**config.mk**
```make
export PLATFORM = sky130hd
export DESIGN_NAME = fdl_mul
export DESIGN_NICKNAME = d
export VERILOG_FILES = /design/src/design/fdl_pkg.sv /design/src/design/fdl_mul.sv
export SDC_FILE = /design/constraint.sdc
export NUM_CORES = 2
export LEC_CHECK = 0
export ABC_AREA = 0
export BUFFER_PORTS_ARGS = -buffer_cell sky130_fd_sc_hd__buf_2
export CAP_MARGIN = 20
export CORE_MARGIN = 8
export CORE_UTILIZATION = 35
export CTS_BUF_LIST = sky130_fd_sc_hd__clkbuf_4
export CTS_CLUSTER_DIAMETER = 40
export DETAILED_ROUTE_END_ITERATION = 6
export SYNTH_ARGS = -nofsm -noshare
export SYNTH_HDL_FRONTEND = slang
export SYNTH_SLANG_ARGS = --single-unit
```
**constraint.sdc**
```tcl
create_clock -name clk -period 8.83 [get_ports clk]
set_input_delay 1.3245 -clock clk [delete_from_list [all_inputs] [get_ports clk]]
set_output_delay 1.3245 -clock clk [all_outputs]
set_load 0.1 [all_outputs]
```
**src/design/fdl_pkg.sv**
```systemverilog
package fdl_pkg;

  typedef struct packed {
    logic [1:0]         req_type;
    logic signed [31:0] pos_x;
    logic signed [31:0] pos_y;
    logic [5:0]         edge_first;
    logic [5:0]         edge_second;
    logic [31:0]        edge_weight;
  } fdl_in_t;

  typedef struct packed {
    logic [5:0]         out_node;
    logic signed [31:0] out_x;
    logic signed [31:0] out_y;
    logic               last;
  } fdl_out_t;

  typedef struct packed {
    logic go;
    logic sqrt;
  } ds_ctrl_t;

  typedef struct packed {
    logic busy;
    logic done;
  } ds_stat_t;

  localparam logic [1:0] REQ_CLEAR = 2'd0;
  localparam logic [1:0] REQ_NODE  = 2'd1;
  localparam logic [1:0] REQ_EDGE  = 2'd2;
  localparam logic [1:0] REQ_RUN   = 2'd3;

  localparam int CFG_IW = 3;
  localparam logic [CFG_IW-1:0] REG_ITER    = 3'd0;
  localparam logic [CFG_IW-1:0] REG_SPRING  = 3'd1;
  localparam logic [CFG_IW-1:0] REG_GAIN    = 3'd2;
  localparam logic [CFG_IW-1:0] REG_MAXDIST = 3'd3;
  localparam logic [CFG_IW-1:0] REG_MAXMOVE = 3'd4;

  localparam logic [9:0]  RST_ITER    = 10'd100;
  localparam logic [31:0] RST_SPRING  = 32'd131072;
  localparam logic [31:0] RST_GAIN    = 32'd655;
  localparam logic [31:0] RST_MAXDIST = 32'd6553600;
  localparam logic [31:0] RST_MAXMOVE = 32'd32768;

  localparam logic [63:0] NEAR_SQ   = 64'd42949673;
  localparam logic [31:0] NUDGE     = 32'd6554;
  localparam logic [63:0] NUDGE_SQ2 = 64'd85909832;
  localparam logic [31:0] LN2_Q16   = 32'd45426;
  localparam logic [31:0] ONE_Q16   = 32'd65536;

endpackage

```
**src/design/fdl_mul.sv**
```systemverilog
module fdl_mul
  import fdl_pkg::*;
(
  input  logic        clk,
  input  logic [31:0] a,
  input  logic [31:0] b,
  output logic [63:0] p
);

  always_ff @(posedge clk) begin
    p <= 64'(a) * 64'(b);
  end

endmodule

```
== Word level (Yosys, flattened, before mapping) ==
Cells that the tools add are included.

* $add $sub $neg: 0
* $mul: 1
* Div/mod/pow operators: 0
* Magnitude comparators: 0
* Equality and inequality tests: 0
* Shift-type cells: 0
* Multiplexer cells: 0
* Bitwise gates (word level): 0
* Reductions and logical operators: 0

{| class="wikitable"
|+ Operators with widths
! operator !! number
|-
| multiplier 32 x 32 -> 64 bit || 1
|}

* Register bits after elaboration: 64
* Bits in latches: 0
* Bits in writable memories: 0
* ROM bits: 0
* Input port bits: 65
* Output and inout bits: 64
* Logic and storage cells: 2
* Memories kept: 0

== Longest topological paths before layout ==
* Depth in word-level cells: 1
* Mapped depth: 29
* Mapped depth without buffers: 27

== Worst setup path before layout ==
Ideal clock, no wire load.

* Path kind: input to register
* Start point: input port a[25]
* End point: register p[62]
* Library setup time: 72 ps
* Data arrival time: 8006 ps
* Required time: 8758 ps
* Path slack: 753 ps
* Stages on the path: 25
* Buffers on the path: 2
* Cells stage by stage: clkbuf_1 nand2_1 fa_1 inv_1 fa_1 inv_1 fa_1 inv_1 fa_1 fa_1 fa_1 fa_1 inv_1 fa_1 inv_1 ha_1 buf_2 nand4_1 or4_1 or3_1 a31oi_1 a31o_2 a211oi_1 o21ai_1 xor2_1

* Cells in the longest elaborated chain, start to end: 1

{| class="wikitable"
|+ Ends and longest elaborated chain
! what !! RTL line !! text
|-
| from (decl) || fdl_mul.sv:5 || <nowiki>input logic [31:0] a,</nowiki>
|-
| multiplier 32 x 32 -> 64 bit || fdl_mul.sv:11 || <nowiki>p <= 64'(a) * 64'(b);</nowiki>
|-
| to (signal assigned) || fdl_mul.sv:11 ||
|-
| to (decl) || fdl_mul.sv:7 || <nowiki>output logic [63:0] p</nowiki>
|}

Every way passes these cells.

== Final worst setup path ==
* Start point: input port a[23]
* End point: register p[62]

Same word-level chain as after synthesis.

==> flow_summary.toml <==
[sta]
fmax_ghz = 0.117
tns_ns = 0
setup_violations = 0
rsz0062_at_grt = "false"
finalCriticalPeriod_ns = 8.57
finalHoldViolations = 0
tightest_slew_ns = 0.764
fin_crit_sh_pct = 97.0
maxSlewHeadroom_pct = 48.8
slew_violations = 0

[setup_path]
critical_path.top_delay_family = "adder cells"
crit_chain = "buf_2 > buf_4 > nand2_1 > fa_1 > fa_1 > fa_1 > fa_1 > inv_1 > fa_1 > fa_1 > fa_1 > inv_1 > fa_1 > inv_1 > ha_1 > nand2_1 > or4_1 > or3_1 > a31oi_1 > a31o_2 > a211oi_1 > o21ai_1 > xor2_1"
crit_path_start_kind = "input pin"
worst_setup_path_end_kind = "flop"
cp_slowest_cell = "fa_1"
critPathArrivalTime_ns = 8.99
critical_path_class = "in -> reg"
max_stage_delay_ns = 0.65
cp_max_fo = 14
required_ns = 9.25
critPathBufInv = 5
cp_common_cell = "fa_1"

[global_route]
globalRouteOverflowTotal = 0
grt_pass1_vias = 27200
track_usage_pct = 17.9
antenna_found_initial = 17
grt_max_degree = 33
grt_pass1_wl_um = 152000

[worst_hold_path]
hp-class = "in -> reg"

[yosys]
synth_cell_types = 57
ys_async_sr_fraction_pct = 0
synth_edf_count = 0
syn_avg_cell_area_um2 = 9.25
ys_seq_area_share_pct = 3.69
synthCells = 3748
synthesis.area_mm2 = 0.0347
ys_seq_elements = 64
synth-main-ff-cell = "dfxtp_1"
syn_nets = 4972
ys_warn_count = 0

[final_layout]
largest_register_ffs = 64
fillers = 10100
syn2layout_area_growth_pct = 7.12
postLayoutCellArea_mm2 = 0.0371
drive_above_1_share_pct = 7.21
largest_registers = "p (64)"
regMostFlops = "p"
final_nets = 5003

[drt]
first_pass_iters = 5
ant_nets = 0
drcViolationCount = 0
wl_um = 94700
vias = 24800
wl_per_cell_um = 18.6
vias_per_cell = 4.88
drtIter0Drc = 1325

[place]
dpl_cell_area_mm2 = 0.0370
port_buffers = 128
routabilityCongestion = 0.894
dp_hpwl_um = 82000

[floorplanning]
die_h_um = 331
io_pins = 129
core_area_mm2 = 0.0983
fp-row-count = 115
die_area_mm2 = 0.109
start_util_pct = 35.3
die_w_um = 331

[clock_tree]
root_buffer = "clkbuf_4"
cts_htree_levels = 3
clock-sinks = 64
cts_tree = "built"
clock_path_buffers = 2
numCtsBuffers = 9
cts.repair.resized = 0
cts_setup_buffers = 0
cts_hold_buf = 0
cts.clk_slew.worst_paths_ns = 0.12

[run_status]
outcome = "complete, no violations"

[run]
max-cap-violations = 0
## per-layer routing
layer	vias to the layer above	part of all wire [%]	wire (µm)	GRT usage, %
met5	-	0.013	12	0
met1	13100	37	35500	20.9
met3	187	4.1	3890	2.16
met4	2	4.4	4160	6.66
li1	10900	-	-	-
met2	630	54	51100	33.3
## worst paths after layout
kind	from	end	slack (ns)	depth (start not counted)
min	b[0]	p[0]	1.48	2
max	a[23]	p[62]	0.26	23
## cell usage in the layout (no fill, tap or decap), types with 10 or more instances in the layout
cell | synthesis | routed
a21o_1 | 40 | 40
a21oi_1 | 63 | 63
a31oi_1 | 12 | 12
and2_1 | 602 | 602
and3_1 | 14 | 14
buf_2 | 6 | 128
buf_4 | 0 | 110
dfxtp_1 | 64 | 64
fa_1 | 896 | 896
ha_1 | 263 | 263
inv_1 | 865 | 865
nand2_1 | 480 | 480
nand3_1 | 10 | 10
nand4_1 | 23 | 23
nor2_1 | 20 | 20
o21ai_0 | 21 | 21
o21bai_1 | 10 | 10
xnor2_1 | 35 | 35
xor2_1 | 25 | 25
## logic make-up after synthesis
| group | share of synthesized area (%) |
|---|---|
| simple gates | 17.6 |
| fa+ha+maj | 61.2 |
| buf+inv | 11.8 |
| compound gates | 4.15 |
| flops | 3.69 |
| xor+xnor | 1.52 |
| mux | 0.0289 |
## final cells by class
class | instances | area [µm²] | area share, %
multi-input combinational | 2599 | 29300 | 78.9
timing repair buffer | 240 | 1510 | 4.06
tap | 1287 | 1610 | 4.34
sequential | 64 | 1280 | 3.45
clock buffer | 9 | 67.6 | 0.182
antenna | 9 | 22.5 | 0.0606
inverter | 865 | 3250 | 8.74
clock inverter | 7 | 95.1 | 0.256
## synthesized netlist by cell type, types with 20 or more instances
| cell | instances | area [µm²] |
|---|---|---|
| fa_1 | 896 | 17900 |
| inv_1 | 865 | 3250 |
| and2_1 | 602 | 3770 |
| nand2_1 | 480 | 1800 |
| ha_1 | 263 | 3290 |
| clkbuf_1 | 213 | 800 |
| dfxtp_1 | 64 | 1280 |
| a21oi_1 | 63 | 315 |
| a21o_1 | 40 | 300 |
| xnor2_1 | 35 | 307 |
| xor2_1 | 25 | 219 |
| nand4_1 | 23 | 144 |
| o21ai_0 | 21 | 105 |
| nor2_1 | 20 | 75.1 |
## through the flow
stage,worst slack (ns),util [%],cells,hold slack (ns)
final,0.264,37.8,5080,1.48
after global routing,0.114,37.8,5076,1.40
after CTS,0.460,37.8,5071,1.39
after detailed placement,-0.115,37.6,5055,1.88
after global placement,-0.00117,37.6,5055,1.88
after floorplan,0.753,-,3748,1.45
Power is not shown: default switching activity piles up to over one toggle a cycle in this logic, so the estimate is an artifact.
